`config.mk`:
```
export PLATFORM = sky130hd
export DESIGN_NAME = decimal_text_to_int32
export DESIGN_NICKNAME = d
export VERILOG_FILES = /design/src/rtl/core/dtti_pkg.sv /design/src/rtl/core/decimal_text_to_int32.sv /design/src/rtl/core/dtti_parse.sv
export SDC_FILE = /design/constraint.sdc
export NUM_CORES = 1
export LEC_CHECK = 0
export BUFFER_PORTS_ARGS = -buffer_cell sky130_fd_sc_hd__buf_2
export CORE_MARGIN = 2
export CORE_UTILIZATION = 65
export DETAILED_ROUTE_END_ITERATION = 16
export MAX_ROUTING_LAYER = met4
export PLACE_DENSITY = 0.92
export SLEW_MARGIN = 20
export SYNTH_ARGS = -nofsm -noshare
export SYNTH_HDL_FRONTEND = slang
export SYNTH_SLANG_ARGS = --single-unit
```
`constraint.sdc`:
```
create_clock -name aclk -period 9.7 [get_ports aclk]
set_clock_uncertainty 0.2 [all_clocks]
set_input_delay 1.94 -clock aclk [delete_from_list [all_inputs] [get_ports aclk]]
set_output_delay 1.94 -clock aclk [all_outputs]
set_load 0.01 [all_outputs]
```
`src/rtl/core/dtti_pkg.sv`:
```
package dtti_pkg;

    localparam int RESULT_BITS = 32;
    localparam int CHAR_BITS = 8;
    localparam int ERR_BITS = 2;
    localparam int PROD_BITS = RESULT_BITS + 4;

    localparam logic [2:0] PH_WS     = 3'd0;
    localparam logic [2:0] PH_SIGN   = 3'd1;
    localparam logic [2:0] PH_DIGITS = 3'd2;
    localparam logic [2:0] PH_TAIL   = 3'd3;
    localparam logic [2:0] PH_FROZEN = 3'd4;

    localparam logic [CHAR_BITS-1:0] CH_END   = 8'd0;
    localparam logic [CHAR_BITS-1:0] CH_TAB   = 8'd9;
    localparam logic [CHAR_BITS-1:0] CH_CR    = 8'd13;
    localparam logic [CHAR_BITS-1:0] CH_SPACE = 8'd32;
    localparam logic [CHAR_BITS-1:0] CH_PLUS  = 8'd43;
    localparam logic [CHAR_BITS-1:0] CH_MINUS = 8'd45;
    localparam logic [CHAR_BITS-1:0] CH_ZERO  = 8'd48;
    localparam logic [CHAR_BITS-1:0] CH_NINE  = 8'd57;

    localparam logic [PROD_BITS-1:0] POS_LIMIT =
        PROD_BITS'((64'd1 << (RESULT_BITS - 1)) - 64'd1);
    localparam logic [PROD_BITS-1:0] NEG_LIMIT =
        PROD_BITS'(64'd1 << (RESULT_BITS - 1));

    localparam int OUT_BYTES = (RESULT_BITS + ERR_BITS + 7) / 8;
    localparam int OUT_BITS = OUT_BYTES * 8;

    typedef struct packed {
        logic [ERR_BITS-1:0]    error_count;
        logic [RESULT_BITS-1:0] value;
    } dtti_result_t;

endpackage

```
`src/rtl/core/decimal_text_to_int32.sv`:
```
// Result: the zero byte waits in the input register until the result slot is
// free, is then consumed, and the result is registered on the master side.
// Throughput: one character per cycle; the input stalls only while a result
// is held and not taken, and the next string's terminator needs that slot.
// Reset: synchronous, active low; clears the parse state and both valid flags.
module decimal_text_to_int32
    import dtti_pkg::*;
(
    input  logic                 aclk,
    input  logic                 aresetn,
    input  logic                 s_tvalid,
    output logic                 s_tready,
    input  logic [CHAR_BITS-1:0] s_tdata,   // [7:0] char_code
    output logic                 m_tvalid,
    input  logic                 m_tready,
    output logic [OUT_BITS-1:0]  m_tdata    // [31:0] value, [33:32] error_count
);

    logic                 in_valid_reg;
    logic [CHAR_BITS-1:0] in_char_reg;
    logic                 m_valid_reg;
    dtti_result_t         m_data_reg;
    dtti_result_t         result;
    logic                 is_term;
    logic                 out_free;
    logic                 consume;

    assign is_term  = (in_char_reg == CH_END);
    assign out_free = !m_valid_reg || m_tready;
    assign consume  = in_valid_reg && (!is_term || out_free);
    assign s_tready = !in_valid_reg || consume;

    dtti_parse u_parse (
        .aclk      (aclk),
        .aresetn   (aresetn),
        .step_en   (consume),
        .char_code (in_char_reg),
        .result    (result)
    );

    always_ff @(posedge aclk) begin
        if (!aresetn) begin
            in_valid_reg <= 1'b0;
        end else if (s_tvalid && s_tready) begin
            in_valid_reg <= 1'b1;
        end else if (consume) begin
            in_valid_reg <= 1'b0;
        end
    end

    always_ff @(posedge aclk) begin
        if (s_tvalid && s_tready) begin
            in_char_reg <= s_tdata;
        end
    end

    always_ff @(posedge aclk) begin
        if (!aresetn) begin
            m_valid_reg <= 1'b0;
        end else if (consume && is_term) begin
            m_valid_reg <= 1'b1;
        end else if (m_tready) begin
            m_valid_reg <= 1'b0;
        end
    end

    always_ff @(posedge aclk) begin
        if (consume && is_term) begin
            m_data_reg <= result;
        end
    end

    assign m_tvalid = m_valid_reg;
    assign m_tdata  = OUT_BITS'(m_data_reg);

    // A held character that cannot advance stays in the input register.
    a_hold_stalled: assert property (@(posedge aclk) disable iff (!aresetn)
        (in_valid_reg && !consume) |=> in_valid_reg)
        else $error("stalled input character was dropped");

    // The input side only pushes back while a character is held.
    a_ready_when_empty: assert property (@(posedge aclk) disable iff (!aresetn)
        !s_tready |-> in_valid_reg)
        else $error("input not ready with empty input register");

    // A consumed terminator always yields a result in the next cycle.
    a_term_gives_result: assert property (@(posedge aclk) disable iff (!aresetn)
        (consume && is_term) |=> m_tvalid)
        else $error("terminator consumed without a result");

endmodule

```
`src/rtl/core/dtti_parse.sv`:
```
module dtti_parse
    import dtti_pkg::*;
(
    input  logic                 aclk,
    input  logic                 aresetn,
    input  logic                 step_en,
    input  logic [CHAR_BITS-1:0] char_code,
    output dtti_result_t         result
);

    logic [2:0]             phase_reg, phase_next;
    logic                   negative_reg, negative_next;
    logic [RESULT_BITS-1:0] acc_reg, acc_next;
    logic [1:0]             sign_cnt_reg, sign_cnt_next;
    logic                   bad_reg, bad_next;
    logic                   missing_reg, missing_next;
    logic                   junk_reg, junk_next;
    logic                   ovf_reg, ovf_next;

    logic                   is_ws, is_dig, is_sign, is_end;
    logic [PROD_BITS-1:0]   prod;
    logic [PROD_BITS-1:0]   limit;
    logic                   digit_ovf;
    logic                   fault_a, fault_b, fault_c;
    logic [ERR_BITS-1:0]    errs;

    assign is_end  = (char_code == CH_END);
    assign is_ws   = (char_code == CH_SPACE) || (char_code >= CH_TAB && char_code <= CH_CR);
    assign is_dig  = (char_code >= CH_ZERO) && (char_code <= CH_NINE);
    assign is_sign = (char_code == CH_PLUS) || (char_code == CH_MINUS);

    // The low nibble of an ASCII digit is its value.
    assign prod = {1'b0, acc_reg, 3'b000} + {3'b000, acc_reg, 1'b0}
                + {{(PROD_BITS-4){1'b0}}, char_code[3:0]};
    assign limit = negative_reg ? NEG_LIMIT : POS_LIMIT;
    assign digit_ovf = (prod > limit);

    assign fault_a = bad_reg || sign_cnt_reg[1];
    assign fault_b = missing_reg || (phase_reg == PH_WS) || (phase_reg == PH_SIGN);
    assign fault_c = junk_reg;
    assign errs = ovf_reg ? {1'b0, fault_a}
                          : ERR_BITS'({1'b0, fault_a} + {1'b0, fault_b} + {1'b0, fault_c});

    assign result.error_count = errs;
    assign result.value = ovf_reg ? (negative_reg ? '0 : '1)
                                  : (negative_reg ? (RESULT_BITS'(0) - acc_reg) : acc_reg);

    always_comb begin
        phase_next    = phase_reg;
        negative_next = negative_reg;
        acc_next      = acc_reg;
        sign_cnt_next = sign_cnt_reg;
        bad_next      = bad_reg;
        missing_next  = missing_reg;
        junk_next     = junk_reg;
        ovf_next      = ovf_reg;
        if (is_end) begin
            phase_next    = PH_WS;
            negative_next = 1'b0;
            acc_next      = '0;
            sign_cnt_next = 2'd0;
            bad_next      = 1'b0;
            missing_next  = 1'b0;
            junk_next     = 1'b0;
            ovf_next      = 1'b0;
        end else begin
            if (is_sign) begin
                if (!sign_cnt_reg[1]) begin
                    sign_cnt_next = sign_cnt_reg + 2'd1;
                end
            end else if (!is_ws && !is_dig) begin
                bad_next = 1'b1;
            end
            case (phase_reg)
                PH_WS, PH_SIGN, PH_DIGITS: begin
                    if (is_dig) begin
                        if (digit_ovf) begin
                            ovf_next   = 1'b1;
                            phase_next = PH_FROZEN;
                        end else begin
                            acc_next   = prod[RESULT_BITS-1:0];
                            phase_next = PH_DIGITS;
                        end
                    end else if (phase_reg == PH_WS && is_ws) begin
                        phase_next = PH_WS;
                    end else if (phase_reg == PH_WS && is_sign) begin
                        negative_next = (char_code == CH_MINUS);
                        phase_next    = PH_SIGN;
                    end else begin
                        if (phase_reg != PH_DIGITS) begin
                            missing_next = 1'b1;
                        end
                        junk_next  = 1'b1;
                        phase_next = PH_TAIL;
                    end
                end
                default: begin
                    phase_next = phase_reg;
                end
            endcase
        end
    end

    always_ff @(posedge aclk) begin
        if (!aresetn) begin
            phase_reg    <= PH_WS;
            negative_reg <= 1'b0;
            acc_reg      <= '0;
            sign_cnt_reg <= 2'd0;
            bad_reg      <= 1'b0;
            missing_reg  <= 1'b0;
            junk_reg     <= 1'b0;
            ovf_reg      <= 1'b0;
        end else if (step_en) begin
            phase_reg    <= phase_next;
            negative_reg <= negative_next;
            acc_reg      <= acc_next;
            sign_cnt_reg <= sign_cnt_next;
            bad_reg      <= bad_next;
            missing_reg  <= missing_next;
            junk_reg     <= junk_next;
            ovf_reg      <= ovf_next;
        end
    end

endmodule

```
==> results of run 1 <==
## placed cells by master (no fill, tap or decap), drive strengths merged, types with 15 or more instances in the layout
cell	count
nor3	18
inv	22
o21ai	47
a21oi	76
edfxtp	42
xor2	23
dfxtp	44
nor2	70
nand2	57
nand4	15
ha	96
xnor2	24
buf	50
a22o	26
## kinds of logic after synthesis
group | after synthesis
compound gates | 233
xor+xnor | 47
fa+ha+maj | 99
buf+inv | 49
flops | 86
mux | 5
other cells | 1
simple gates | 234
## worst paths after layout
check / start / endpoint / cells past startpoint / slack (ns)
hold / removal: u_parse.missing_reg$_SDFFE_PN0P_ / u_parse.missing_reg$_SDFFE_PN0P_ / 1 / 0.29
setup reg to reg: u_parse.acc_reg[2]$_SDFFE_PN0P_ / u_parse.acc_reg[16]$_SDFFE_PN0P_ / 18 / 1.88
setup / recovery: u_parse.acc_reg[2]$_SDFFE_PN0P_ / u_parse.acc_reg[16]$_SDFFE_PN0P_ / 18 / 1.88
hold reg to reg: u_parse.missing_reg$_SDFFE_PN0P_ / u_parse.missing_reg$_SDFFE_PN0P_ / 1 / 0.29
## layout make-up
class / instances / area [sq um]
Clock inverter: 5 / 82.58
Multi-Input combinational cell: 624 / 4427
Clock buffer: 11 / 131.4
Fill cell: 772 / 2940
Sequential cell: 86 / 2143
Timing Repair Buffer: 50 / 257.7
Inverter: 21 / 78.83
Tap cell: 136 / 170.2
## power by group
part	switching, mW	internal [mW]	leakage, nW
sequential	0.00523	0.383	0.745
clock	0.140	0.146	0.108
combinational	0.0185	0.0120	2.44
## critical path, cell delays in order (launching register included)
cell                        delay [ns]
sky130_fd_sc_hd__dfxtp_1          0.55
sky130_fd_sc_hd__fa_1             0.54
sky130_fd_sc_hd__ha_1             0.33
sky130_fd_sc_hd__a211oi_1         0.08
sky130_fd_sc_hd__o211ai_1         0.30
sky130_fd_sc_hd__a311oi_1         0.25
sky130_fd_sc_hd__nor4_1           0.60
sky130_fd_sc_hd__o221ai_1         0.37
sky130_fd_sc_hd__or4b_2           0.70
sky130_fd_sc_hd__nand4_1          0.17
sky130_fd_sc_hd__ha_1             0.18
sky130_fd_sc_hd__nand4_1          0.13
sky130_fd_sc_hd__or4_1            0.56
sky130_fd_sc_hd__or3_1            0.36
sky130_fd_sc_hd__a221oi_1         0.37
sky130_fd_sc_hd__o2111ai_1        0.19
sky130_fd_sc_hd__nor4_2           0.70
sky130_fd_sc_hd__and2_1           0.92
sky130_fd_sc_hd__a22o_1           0.26
## layer usage
metal,track usage,vias to the layer above,wire length (microns)
met5,-,-,0
met4,0.1400,0,454
met3,0.07051,44,1617
met2,0.4843,315,7692
met1,0.4118,2868,7260
li1,-,2917,-
## metrics by stage
| stage | setup slack (ns) | hold slack [ns] | utilization | std cells |
|---|---|---|---|---|
| after floorplan | 3.777 | 0.2285 | - | 759 |
| after global placement | 2.390 | 0.2395 | 0.6912 | 917 |
| after detailed placement | 2.034 | 0.2726 | 0.6912 | 917 |
| after CTS | 1.972 | 0.2940 | 0.7121 | 933 |
| after global routing | 1.376 | 0.3047 | 0.7126 | 933 |
| final | 1.877 | 0.2905 | 0.7126 | 933 |
==> impl_summary.log, run 1 <==
[metrics] result of the run: finished, final reports clean
[metrics] async set-reset flop share out of synthesis: 0
[metrics] PnR Total Power: 705.2 uW
[metrics] worst voltage drop across the vdd grid: 0.07440 mV
[metrics] sequential share of the synthesized area: 0.3167
[metrics] number of hold buffers added after cts: 0
[metrics] classification of the worst setup path: register to register
[metrics] area enclosed by the die boundary: 11,240 sq um
[metrics] count of vias placed by the detailed router: 6,144
[metrics] adder and majority gate portion of the synthesized area: 0.1865
[metrics] DRC errors left: 0
[metrics] number of nets in the layout: 903
[metrics] area share of the largest cell type after synthesis: 0.1865
[metrics] Worst Tran Pin Value: 1.029 ns
[metrics] unrepaired setup endpoints after global routing: no
[metrics] initial antenna violation count: 0
[metrics] most instantiated cells after synthesis: sky130_fd_sc_hd__ha_1, sky130_fd_sc_hd__a21oi_1, sky130_fd_sc_hd__nor2_1, sky130_fd_sc_hd__nand2_1, sky130_fd_sc_hd__o21ai_0
[metrics] clock tree root driver cell: sky130_fd_sc_hd__clkbuf_8
[metrics] max FFs per register: 34
[metrics] routed vias/inst: 6.585
[metrics] drt initial violations: 547
[metrics] number of instances resized during post-cts repair: 0
[metrics] Power per Cell Area: 96.72 nW/um^2
[metrics] Final TNS setup: 0 ns
[metrics] Port Buffer Count: 47
[metrics] worst-path fanout max: 26
[metrics] required time reported for the critical path endpoint: 9.81 ns
[metrics] Area Overhead vs Synth: 7.788%
[metrics] compound-cell area share of the yosys netlist: 0.2196
[metrics] Die Height: 106.0 microns
[metrics] Max Clk Rate: 127.8 MHz
[metrics] share of the clock period used by the worst path: 0.8065
[metrics] final non-filler cell area: 7291 sq um
[metrics] number of buffers on the longest clock path: 2
[metrics] Mean Syn Cell Area: 8.971 sq um
[metrics] crit path DAT: 7.93 ns
[metrics] Reg clk slew, reported paths: 0.10 ns
[metrics] number of enable flip-flop cells after synthesis: 42
[metrics] Post-CTS Setup Repair Bufs: 0
[metrics] count of pins on the block boundary: 54
[metrics] antenna cell count: 0
[metrics] number of global-route vias before repair: 5,739
[metrics] die width: 106.0 microns
[metrics] number of endpoints with negative hold slack in the final report: 0
[metrics] Max H-tree Level: 3
[metrics] worst min path class: register to register
[metrics] clock insertion delay at the later pin of the skew report: 0.37 ns
[metrics] clock net sink count: 86
[metrics] estimated wirelength of the detail-placed design: 12,840 microns
[metrics] pin count of the biggest net entering global routing: 66
[metrics] global placer's final weighted congestion: 0.9710
[metrics] relative max-transition margin: 0.3142
[metrics] Core Footprint: 10,230 sq um
[metrics] minimum clock period: 7.823 ns
[metrics] Worst setup SP type: register
[metrics] number of pins with negative max-slew slack in the final report: 0
[metrics] standard-cell rows: 37
[metrics] leakage power summed over all cells: 3.289 nW
[metrics] cells taking the most area after synthesis: sky130_fd_sc_hd__edfxtp_1, sky130_fd_sc_hd__ha_1, sky130_fd_sc_hd__dfxtp_1
[metrics] synthesized cell area: 6764 sq um
[metrics] clock tree from TritonCTS: built
[metrics] post-synth top area cell: sky130_fd_sc_hd__edfxtp_1
[metrics] total grt overflow: 0
[metrics] type of destination of the critical path: register
[metrics] first-pass GRT wire length: 27,660 microns
[metrics] detailed-route wire length: 17,020 microns
[metrics] distinct cell type count of the synthesized netlist: 62
[metrics] global routing usage summed across all routing layers: 0.3191
[metrics] xor/xnor cell area share of the yosys netlist: 0.06086
[metrics] Initial DRT Pass Iterations: 5
[metrics] mux share of post-synthesis cell area: 0.007584
[metrics] Wirelength per Cell: 18.25 microns
[metrics] Simple-Gate Fraction of Synth Area: 0.1748
[metrics] setup violators final: 0
[metrics] Max-cap violations: 0
[metrics] most used flip-flop cell after synthesis: sky130_fd_sc_hd__dfxtp_1
[metrics] number of buffers created by CTS: 9
[metrics] DP Area: 7072 sq um
[metrics] starting utilization of the core area: 0.6611
[metrics] remaining antenna violation count: 0
[metrics] share of cells above drive strength 1: 0.1029
[metrics] number of synthesized register bits: 86
[metrics] combinational family with the most area after synthesis: compound AO/OA/AOI/OAI gates
[metrics] most frequent cell after synthesis: sky130_fd_sc_hd__ha_1
[metrics] Post-Syn Instances: 754
[metrics] yosys synthesis warning count: 0
(Power assumes the default switching activity.)
==> run 2, diff against run 1 <==
--- a/config.mk
+++ b/config.mk
@@ -7,10 +7,10 @@
 export LEC_CHECK = 0
 export BUFFER_PORTS_ARGS = -buffer_cell sky130_fd_sc_hd__buf_2
 export CORE_MARGIN = 2
-export CORE_UTILIZATION = 65
+export CORE_UTILIZATION = 56
 export DETAILED_ROUTE_END_ITERATION = 16
 export MAX_ROUTING_LAYER = met4
-export PLACE_DENSITY = 0.92
+export PLACE_DENSITY = 0.85
 export SLEW_MARGIN = 20
 export SYNTH_ARGS = -nofsm -noshare
 export SYNTH_HDL_FRONTEND = slang
==> constraint.sdc (replaced) <==
create_clock -name aclk -period 6.3 [get_ports aclk]
set_clock_uncertainty 0.2 [all_clocks]
set_input_delay 1.26 -clock aclk [delete_from_list [all_inputs] [get_ports aclk]]
set_output_delay 1.26 -clock aclk [all_outputs]
set_load 0.01 [all_outputs]
==> run 2 against run 1 <==
Global-route usage fell by 4.7 points. Sequential cell count is the same. First-iteration DRC count decreased by 24%. Utilization down 7.6 points. Fmax increased by 29%. Wire length shrank 1.2%. Die area up 15%. Power increased by 68%. Largest cell class unchanged.
==> impl_summary.log, run 2 (same netlist as run 1, synthesis figures left out) <==
[metrics] Wirelength per Cell: 17.54 microns (was 18.25 microns)
[metrics] pin count of the biggest net entering global routing: 65 (was 66)
[metrics] count of pins on the block boundary: 54 (unchanged)
[metrics] remaining antenna violation count: 0 (unchanged)
[metrics] Power per Cell Area: 156.3 nW/um^2 (was 96.72 nW/um^2)
[metrics] detailed-route wire length: 16,820 microns (was 17,020 microns)
[metrics] Worst Tran Pin Value: 0.9822 ns (was 1.029 ns)
[metrics] worst setup timing slack at the placement stage: 0.08794 ns (was 2.034 ns)
[metrics] Worst Hold Path EP: u_parse.bad_reg$_SDFFE_PN0P_ (was u_parse.missing_reg$_SDFFE_PN0P_)
[metrics] Worst setup SP type: register (unchanged)
[metrics] routed vias/inst: 6.306 (was 6.585)
[metrics] most congested layer reported by global routing: met2 (unchanged)
[metrics] most common cell after layout, fill and taps aside: sky130_fd_sc_hd__ha_1 (unchanged)
[metrics] DRC errors left: 0 (unchanged)
[metrics] die width: 113.9 microns (was 106.0 microns)
[metrics] count of vias placed by the detailed router: 6,047 (was 6,144)
[metrics] Die Height: 113.9 microns (was 106.0 microns)
[metrics] share of the clock period used by the worst path: 0.9648 (was 0.8065)
[metrics] classification of the worst setup path: register to register (unchanged)
[metrics] Cells on Worst Hold Path: 2 (was 1)
[metrics] Area Overhead vs Synth: 12.10% (was 7.788%)
[metrics] worst min path class: register to register (unchanged)
[metrics] setup violators final: 0 (unchanged)
[metrics] number of buffers created by CTS: 9 (unchanged)
[metrics] relative max-transition margin: 0.3436 (was 0.3142)
[metrics] Final TNS setup: 0 ns (unchanged)
[metrics] number of endpoints with negative hold slack in the final report: 0 (unchanged)
[metrics] Core Footprint: 11,910 sq um (was 10,230 sq um)
[metrics] worst r2r src: in_char_reg[3]$_DFFE_PP_ (was u_parse.acc_reg[2]$_SDFFE_PN0P_)
[metrics] number of hold buffers added after cts: 0 (unchanged)
[metrics] Max Clk Rate: 164.5 MHz (was 127.8 MHz)
[metrics] sequential fraction of design power: 0.505 (was 0.551)
[metrics] Global Route met3 Usage: 0.03773 (was 0.07051)
[metrics] minimum clock period: 6.078 ns (was 7.823 ns)
[metrics] depth of the worst register-to-register path: 22 (was 18)
[metrics] Crit path largest cell delay: 0.60 ns (was 0.92 ns)
[metrics] estimated wirelength of the detail-placed design: 12,220 microns (was 12,840 microns)
[metrics] crit path DAT: 6.13 ns (was 7.93 ns)
[metrics] total grt overflow: 0 (unchanged)
[metrics] clock tree from TritonCTS: built (unchanged)
[metrics] clock net sink count: 86 (unchanged)
[metrics] drt initial violations: 416 (was 547)
[metrics] internal power summed over all cells: 929.3 uW (was 541.8 uW)
[metrics] global routing usage summed across all routing layers: 0.2724 (was 0.3191)
[metrics] worst-path fanout max: 26 (unchanged)
[metrics] Initial DRT Pass Iterations: 5 (unchanged)
[metrics] final non-filler cell area: 7582 sq um (was 7291 sq um)
[metrics] starting utilization of the core area: 0.5679 (was 0.6611)
[metrics] clock tree root driver cell: sky130_fd_sc_hd__clkbuf_16 (was sky130_fd_sc_hd__clkbuf_8)
[metrics] start point of the worst min-delay path: u_parse.bad_reg$_SDFFE_PN0P_ (was u_parse.missing_reg$_SDFFE_PN0P_)
[metrics] antenna cell count: 0 (unchanged)
[metrics] standard-cell rows: 40 (was 37)
[metrics] met2 usage: 0.4383 (was 0.4843)
[metrics] global placer's final weighted congestion: 0.9835 (was 0.9710)
[metrics] clock network fraction of design power: 0.452 (was 0.406)
[metrics] Port Buffer Count: 47 (unchanged)
[metrics] number of nets in the layout: 918 (was 903)
[metrics] chain of cells forming the critical path: fa_1 -> ha_4 -> a211oi_2 -> o211ai_1 -> a311oi_2 -> nor4_2 -> buf_4 -> o221ai_2 -> buf_4 -> o21bai_1 -> a21oi_2 -> xnor2_1 -> ha_1 -> nand4_1 -> or4_4 -> or3_1 -> a221oi_2 -> o2111ai_1 -> nor4_2 -> nor2_1 -> buf_6 -> a22o_2 (was fa_1 -> ha_1 -> a211oi_1 -> o211ai_1 -> a311oi_1 -> nor4_1 -> o221ai_1 -> or4b_2 -> nand4_1 -> ha_1 -> nand4_1 -> or4_1 -> or3_1 -> a221oi_1 -> o2111ai_1 -> nor4_2 -> and2_1 -> a22o_1)
[metrics] PnR Total Power: 1.185 mW (was 705.2 uW)
[metrics] number of buffers on the longest clock path: 2 (unchanged)
[metrics] proportion of power drawn by combinational gates: 0.043 (about the same)
[metrics] clock insertion delay at the later pin of the skew report: 0.35 ns (was 0.37 ns)
[metrics] number of pins with negative max-slew slack in the final report: 0 (unchanged)
[metrics] Max-cap violations: 0 (unchanged)
[metrics] Max H-tree Level: 3 (unchanged)
[metrics] worst voltage drop across the vdd grid: 0.1354 mV (was 0.07440 mV)
[metrics] critical-path cell with the highest stage delay: sky130_fd_sc_hd__fa_1 (was sky130_fd_sc_hd__and2_1)
[metrics] net load switching power: 255.8 uW (was 163.4 uW)
[metrics] Final Worst Setup Slack: 0.2217 ns (was 1.877 ns)
[metrics] fraction of met1 tracks used by global routing: 0.3407 (was 0.4118)
[metrics] max FFs per register: 34 (unchanged)
[metrics] type of destination of the critical path: register (unchanged)
[metrics] result of the run: finished, final reports clean (unchanged)
[metrics] share of cells above drive strength 1: 0.1330 (was 0.1029)
[metrics] initial antenna violation count: 0 (unchanged)
[metrics] leakage power summed over all cells: 3.403 nW (was 3.289 nW)
[metrics] Reg clk slew, reported paths: 0.06 ns (was 0.10 ns)
[metrics] DP Area: 7173 sq um (was 7072 sq um)
[metrics] commonest non-fill, non-tap cells in the layout: sky130_fd_sc_hd__ha_1, sky130_fd_sc_hd__a21oi_1, sky130_fd_sc_hd__nor2_1 (unchanged)
[metrics] number of global-route vias before repair: 5,742 (was 5,739)
[metrics] flop-to-flop setup slack: 0.22 ns (was 1.88 ns)
[metrics] area enclosed by the die boundary: 12,970 sq um (was 11,240 sq um)
[metrics] switching share of power: 0.2158 (was 0.2317)
[metrics] capturing point of the worst reg2reg path: u_parse.acc_reg[8]$_SDFFE_PN0P_ (was u_parse.acc_reg[16]$_SDFFE_PN0P_)
[metrics] first-pass GRT wire length: 27,300 microns (was 27,660 microns)
[metrics] required time reported for the critical path endpoint: 6.35 ns (was 9.81 ns)
run 2: worst max path at each step:
stage	from	to	cells after the start
final	in_char_reg[3]$_DFFE_PP_	u_parse.acc_reg[8]$_SDFFE_PN0P_	22
after floorplan	in_char_reg[3]$_DFFE_PP_	u_parse.acc_reg[18]$_SDFFE_PN0P_	19
after CTS	in_char_reg[3]$_DFFE_PP_	u_parse.acc_reg[8]$_SDFFE_PN0P_	22
after global placement	in_char_reg[3]$_DFFE_PP_	u_parse.acc_reg[8]$_SDFFE_PN0P_	22
after detailed placement	in_char_reg[3]$_DFFE_PP_	u_parse.acc_reg[8]$_SDFFE_PN0P_	22
after global routing	in_char_reg[3]$_DFFE_PP_	u_parse.acc_reg[8]$_SDFFE_PN0P_	22
run 2: per-stage QoR:
stage / instances / hold slack (ns) / util
after global placement: 938 / 0.2575 / 0.6022
after global routing: 959 / 0.3078 / 0.6366
final: 959 / 0.2790 / 0.6366
after floorplan: 759 / 0.2285 / -
after detailed placement: 938 / 0.2633 / 0.6022
after CTS: 954 / 0.2817 / 0.6269
run 2: layout make-up:
type                            instances  area, sq um
Fill cell                            1026         4329
Sequential cell                        86         2146
Inverter                               21        78.83
Clock buffer                           12        246.5
Multi-Input combinational cell        624         4493
Timing Repair Buffer                   65        386.6
Clock inverter                          4        47.55
Tap cell                              147        183.9
run 2: worst max-delay path: cells and delay by family, from the launching register on:
family                     cells  cell delay [ns]
DFF                            1             0.44
xor gates and xnor gates       1             0.11
adders and majority gates      3             1.16
AOI/OAI and AO/OA              9             1.91
and+or+nand+nor                6             1.61
buffers and inverters          3             0.51
run 2: routing by layer:
metal,vias to the layer above,wire length (microns),share of wire
li1,2942,-,-
met1,2824,7291,0.43
met2,235,7961,0.47
met3,46,1030,0.061
met4,0,539,0.032
met5,-,0,0
run 2: power by group through the flow:
stage / sequential, mW / clock [mW] / combinational [mW]
after global placement: 0.610 / 0 / 0.0446
after floorplan: 0.609 / 0 / 0.0362
final: 0.599 / 0.535 / 0.0508
after detailed placement: 0.611 / 0 / 0.0455
after CTS: 0.599 / 0.540 / 0.0461
after global routing: 0.599 / 0.560 / 0.0569
run 2: what timing repair did:
| item | 4_1_cts | 5_1_grt |
|---|---|---|
| setup buffers | 0 | 5 |
| endpoints found under the setup margin | 0 | 35 |
| gates resized for setup | 0 | 16 |
==> run 3, diff against run 2 <==
--- a/config.mk
+++ b/config.mk
@@ -5,13 +5,14 @@
 export SDC_FILE = /design/constraint.sdc
 export NUM_CORES = 1
 export LEC_CHECK = 0
-export BUFFER_PORTS_ARGS = -buffer_cell sky130_fd_sc_hd__buf_2
 export CORE_MARGIN = 2
-export CORE_UTILIZATION = 56
+export CORE_UTILIZATION = 59
 export DETAILED_ROUTE_END_ITERATION = 16
+export DONT_BUFFER_PORTS = 1
 export MAX_ROUTING_LAYER = met4
 export PLACE_DENSITY = 0.85
 export SLEW_MARGIN = 20
 export SYNTH_ARGS = -nofsm -noshare
 export SYNTH_HDL_FRONTEND = slang
+export SYNTH_HIERARCHICAL = 1
 export SYNTH_SLANG_ARGS = --single-unit
==> run 3 against run 2 <==
Final cell count decreased by 0.63%. Sequential share of layout area about the same. Combinational power decreased by 12%. Worst hold slack got worse by 0.015 ns. Die area increased by 0.81%. Wire length decreased by 1.5%. First-iteration DRC count increased by 75%. Sequential power about the same. Global-route usage decreased by 0.91 points. Sequential cell count unchanged. Highest routed layer unchanged.
==> impl_summary.log, run 3 <==
[metrics] clock tree from TritonCTS: built (unchanged)
[metrics] synthesized cell area: 7186 sq um (was 6764 sq um)
[metrics] pin count of the biggest net entering global routing: 44 (was 65)
[metrics] number of instances resized during post-cts repair: 0 (unchanged)
[metrics] classification of the worst setup path: register to register (unchanged)
[metrics] share of the clock period used by the worst path: 0.9211 (was 0.9648)
[metrics] clock network fraction of design power: 0.486 (was 0.452)
[metrics] Power per Cell Area: 166.1 nW/um^2 (was 156.3 nW/um^2)
[metrics] share of cells above drive strength 1: 0.04591 (was 0.1330)
[metrics] initial antenna violation count: 0 (unchanged)
[metrics] area enclosed by the die boundary: 13,080 sq um (was 12,970 sq um)
[metrics] total grt overflow: 0 (unchanged)
[metrics] Post-CTS Setup Repair Bufs: 0 (unchanged)
[metrics] die width: 114.4 microns (was 113.9 microns)
[metrics] Core Footprint: 11,960 sq um (was 11,910 sq um)
[metrics] count of vias placed by the detailed router: 6,129 (was 6,047)
[metrics] commonest non-fill, non-tap cells in the layout: sky130_fd_sc_hd__nand2_1, sky130_fd_sc_hd__ha_1, sky130_fd_sc_hd__nor2_1 (was sky130_fd_sc_hd__ha_1, sky130_fd_sc_hd__a21oi_1, sky130_fd_sc_hd__nor2_1)
[metrics] Max Clk Rate: 172.3 MHz (was 164.5 MHz)
[metrics] number of global-route vias before repair: 5,424 (was 5,742)
[metrics] clock net sink count: 86 (unchanged)
[metrics] global routing usage summed across all routing layers: 0.2633 (was 0.2724)
[metrics] sequential share of the synthesized area: 0.2981 (was 0.3167)
[metrics] number of buffers created by CTS: 9 (unchanged)
[metrics] worst setup timing slack at the placement stage: 0.6757 ns (was 0.08794 ns)
[metrics] Worst setup SP type: register (unchanged)
[metrics] net load switching power: 270.0 uW (was 255.8 uW)
[metrics] count of pins on the block boundary: 54 (unchanged)
[metrics] leakage power summed over all cells: 3.366 nW (was 3.403 nW)
[metrics] final non-filler cell area: 7561 sq um (was 7582 sq um)
[metrics] required time reported for the critical path endpoint: 6.37 ns (was 6.35 ns)
[metrics] global placer's final weighted congestion: 0.9694 (was 0.9835)
[metrics] worst min path class: register to register (unchanged)
[metrics] cells taking the most area after synthesis: sky130_fd_sc_hd__edfxtp_1, sky130_fd_sc_hd__ha_1, sky130_fd_sc_hd__dfxtp_1 (unchanged)
[metrics] detailed-route wire length: 16,570 microns (was 16,820 microns)
[metrics] Max-cap violations: 0 (unchanged)
[metrics] Final TNS setup: 0 ns (unchanged)
[metrics] standard-cell rows: 40 (unchanged)
[metrics] internal power summed over all cells: 985.7 uW (was 929.3 uW)
[metrics] drt initial violations: 728 (was 416)
[metrics] utilization of the core after routing: 0.6321 (was 0.6366)
[metrics] number of enable flip-flop cells after synthesis: 42 (unchanged)
[metrics] remaining antenna violation count: 0 (unchanged)
[metrics] most instantiated cells after synthesis: sky130_fd_sc_hd__nand2_1, sky130_fd_sc_hd__ha_1, sky130_fd_sc_hd__nor2_1, sky130_fd_sc_hd__a21oi_1, sky130_fd_sc_hd__dfxtp_1 (was sky130_fd_sc_hd__ha_1, sky130_fd_sc_hd__a21oi_1, sky130_fd_sc_hd__nor2_1, sky130_fd_sc_hd__nand2_1, sky130_fd_sc_hd__o21ai_0)
[metrics] number of nets in the layout: 912 (was 918)
[metrics] clock insertion delay at the later pin of the skew report: 0.35 ns (about the same)
[metrics] type of destination of the critical path: register (unchanged)
[metrics] proportion of power drawn by combinational gates: 0.036 (was 0.043)
[metrics] Final Worst Setup Slack: 0.4969 ns (was 0.2217 ns)
[metrics] Die Height: 114.4 microns (was 113.9 microns)
[metrics] crit path DAT: 5.87 ns (was 6.13 ns)
[metrics] minimum clock period: 5.803 ns (was 6.078 ns)
[metrics] result of the run: finished, final reports clean (unchanged)
[metrics] setup violators final: 0 (unchanged)
[metrics] max FFs per register: 34 (unchanged)
[metrics] Wirelength per Cell: 17.39 microns (was 17.54 microns)
[metrics] post-synth top area cell: sky130_fd_sc_hd__edfxtp_1 (unchanged)
[metrics] antenna cell count: 0 (unchanged)
[metrics] unrepaired setup endpoints after global routing: no
[metrics] Area Overhead vs Synth: 5.224% (was 12.10%)
[metrics] distinct cell type count of the synthesized netlist: 66 (was 62)
[metrics] DRC errors left: 0 (unchanged)
[metrics] yosys synthesis warning count: 6 (was 0)
[metrics] number of hold buffers added after cts: 0 (unchanged)
[metrics] register area: 2143 sq um (was 2146 sq um)
[metrics] Post-Syn Instances: 828 (was 754)
[metrics] DP Area: 7213 sq um (was 7173 sq um)
[metrics] estimated wirelength of the detail-placed design: 12,280 microns (was 12,220 microns)
[metrics] most frequent cell after synthesis: sky130_fd_sc_hd__nand2_1 (was sky130_fd_sc_hd__ha_1)
[metrics] number of pins with negative max-slew slack in the final report: 0 (unchanged)
[metrics] Reg clk slew, reported paths: 0.07 ns (was 0.06 ns)
[metrics] most used flip-flop cell after synthesis: sky130_fd_sc_hd__dfxtp_1 (unchanged)
[metrics] number of synthesized register bits: 86 (unchanged)
[metrics] number of buffers on the longest clock path: 2 (unchanged)
[metrics] area taken by multi-input logic gates: 4783 sq um (was 4493 sq um)
[metrics] Initial DRT Pass Iterations: 5 (unchanged)
[metrics] clock tree root driver cell: sky130_fd_sc_hd__clkbuf_16 (unchanged)
[metrics] Mean Syn Cell Area: 8.678 sq um (was 8.971 sq um)
[metrics] first-pass GRT wire length: 26,700 microns (was 27,300 microns)
[metrics] Max H-tree Level: 3 (unchanged)
[metrics] switching share of power: 0.2150 (was 0.2158)
[metrics] starting utilization of the core area: 0.6007 (was 0.5679)
[metrics] sequential fraction of design power: 0.479 (was 0.505)
[metrics] worst voltage drop across the vdd grid: 0.1181 mV (was 0.1354 mV)
[metrics] async set-reset flop share out of synthesis: 0 (unchanged)
[metrics] routed vias/inst: 6.431 (was 6.306)
[metrics] most common cell after layout, fill and taps aside: sky130_fd_sc_hd__nand2_1 (was sky130_fd_sc_hd__ha_1)
[metrics] area share of the largest cell type after synthesis: 0.1755 (was 0.1865)
[metrics] Worst Tran Pin Value: 0.8781 ns (was 0.9822 ns)
[metrics] Port Buffer Count: 0 (was 47)
[metrics] relative max-transition margin: 0.3995 (was 0.3436)
[metrics] worst-path fanout max: 31 (was 26)
[metrics] number of endpoints with negative hold slack in the final report: 0 (unchanged)
[metrics] fillcell total: 899 (was 1,026)
## run 3: cell count changes in the layout (fill, tap and decap cells not counted), sizes merged, moves of 5 or more
cell and delta:
and3 +5, buf -61, a211oi +7, nor2 -10
a22o -26, a21oi -19, a21o +12, nand2 +61
mux2i +29
## run 3: cells by family (layout without fill, tap and decap cells)
kind of cell | after synthesis | after routing | synth area share
and+or+nand+nor | 289 | 289 | 0.1955
AOI/OAI and AO/OA | 209 | 209 | 0.1863
adders and majority gates | 99 | 99 | 0.1755
DFF | 86 | 86 | 0.2981
buffers and inverters | 63 | 36 | 0.03918
xor gates and xnor gates | 47 | 47 | 0.05729
muxes | 34 | 34 | 0.04754
other | 1 | 6 | 0.0005219
## run 3: power by group through the flow
stage	sequential, mW	combinational [mW]	clock, mW
final	0.601	0.0446	0.610
after global routing	0.602	0.0494	0.638
after CTS	0.601	0.0440	0.618
after detailed placement	0.613	0.0437	0
after global placement	0.613	0.0420	0
after floorplan	0.610	0.0398	0
## run 3: worst paths after layout
path	startpoint	end	slack, ns	cells after the start
max	in_char_reg[3]$_DFFE_PP_	u_parse/acc_reg[5]$_SDFFE_PN0P_	0.50	20
min	u_parse/missing_reg$_SDFFE_PN0P_	u_parse/missing_reg$_SDFFE_PN0P_	0.26	2
max reg2reg	in_char_reg[3]$_DFFE_PP_	u_parse/acc_reg[5]$_SDFFE_PN0P_	0.50	20
min reg2reg	u_parse/missing_reg$_SDFFE_PN0P_	u_parse/missing_reg$_SDFFE_PN0P_	0.26	2
## run 3: cell type report
| cell class | instances | share of cell area |
|---|---|---|
| clock inverters | 6 | 0.01291 |
| well taps | 147 | 0.02433 |
| clock buffers | 10 | 0.03310 |
| repair buffers | 4 | 0.005626 |
| inverters | 16 | 0.007943 |
| multi-input cells | 684 | 0.6326 |
| flip-flops and latches | 86 | 0.2835 |
## run 3: critical path, cell delays in order (launching register included)
cell                       delay, ns
sky130_fd_sc_hd__edfxtp_1       0.53
sky130_fd_sc_hd__fa_1           0.47
sky130_fd_sc_hd__ha_1           0.38
sky130_fd_sc_hd__o211ai_1       0.12
sky130_fd_sc_hd__o21ai_0        0.44
sky130_fd_sc_hd__nand4_1        0.19
sky130_fd_sc_hd__o211ai_1       0.46
sky130_fd_sc_hd__nand3_1        0.17
sky130_fd_sc_hd__o21bai_1       0.19
sky130_fd_sc_hd__xor2_1         0.26
sky130_fd_sc_hd__ha_1           0.30
sky130_fd_sc_hd__a21oi_1        0.15
sky130_fd_sc_hd__o21ai_0        0.10
sky130_fd_sc_hd__a221oi_1       0.23
sky130_fd_sc_hd__o21ai_0        0.16
sky130_fd_sc_hd__nor4_1         0.30
sky130_fd_sc_hd__o22ai_1        0.10
sky130_fd_sc_hd__a31oi_1        0.23
sky130_fd_sc_hd__and3_2         0.24
sky130_fd_sc_hd__buf_12         0.24
sky130_fd_sc_hd__mux2i_1        0.23
## run 3: layer usage
layer	wire length, microns	vias to the layer above	track usage
li1	-	3008	-
met1	7558	2827	0.3518
met2	7492	266	0.4008
met3	1176	28	0.04341
met4	340	0	0.1024
met5	0	-	-
## run 3: per-stage QoR
| step | total power, mW | cells | hold WS [ns] |
|---|---|---|---|
| after floorplan | 0.6500 | 833 | 0.2310 |
| after global placement | 0.6548 | 937 | 0.2418 |
| after detailed placement | 0.6568 | 937 | 0.2536 |
| after CTS | 1.262 | 953 | 0.2696 |
| after global routing | 1.289 | 953 | 0.3021 |
| final | 1.256 | 953 | 0.2636 |
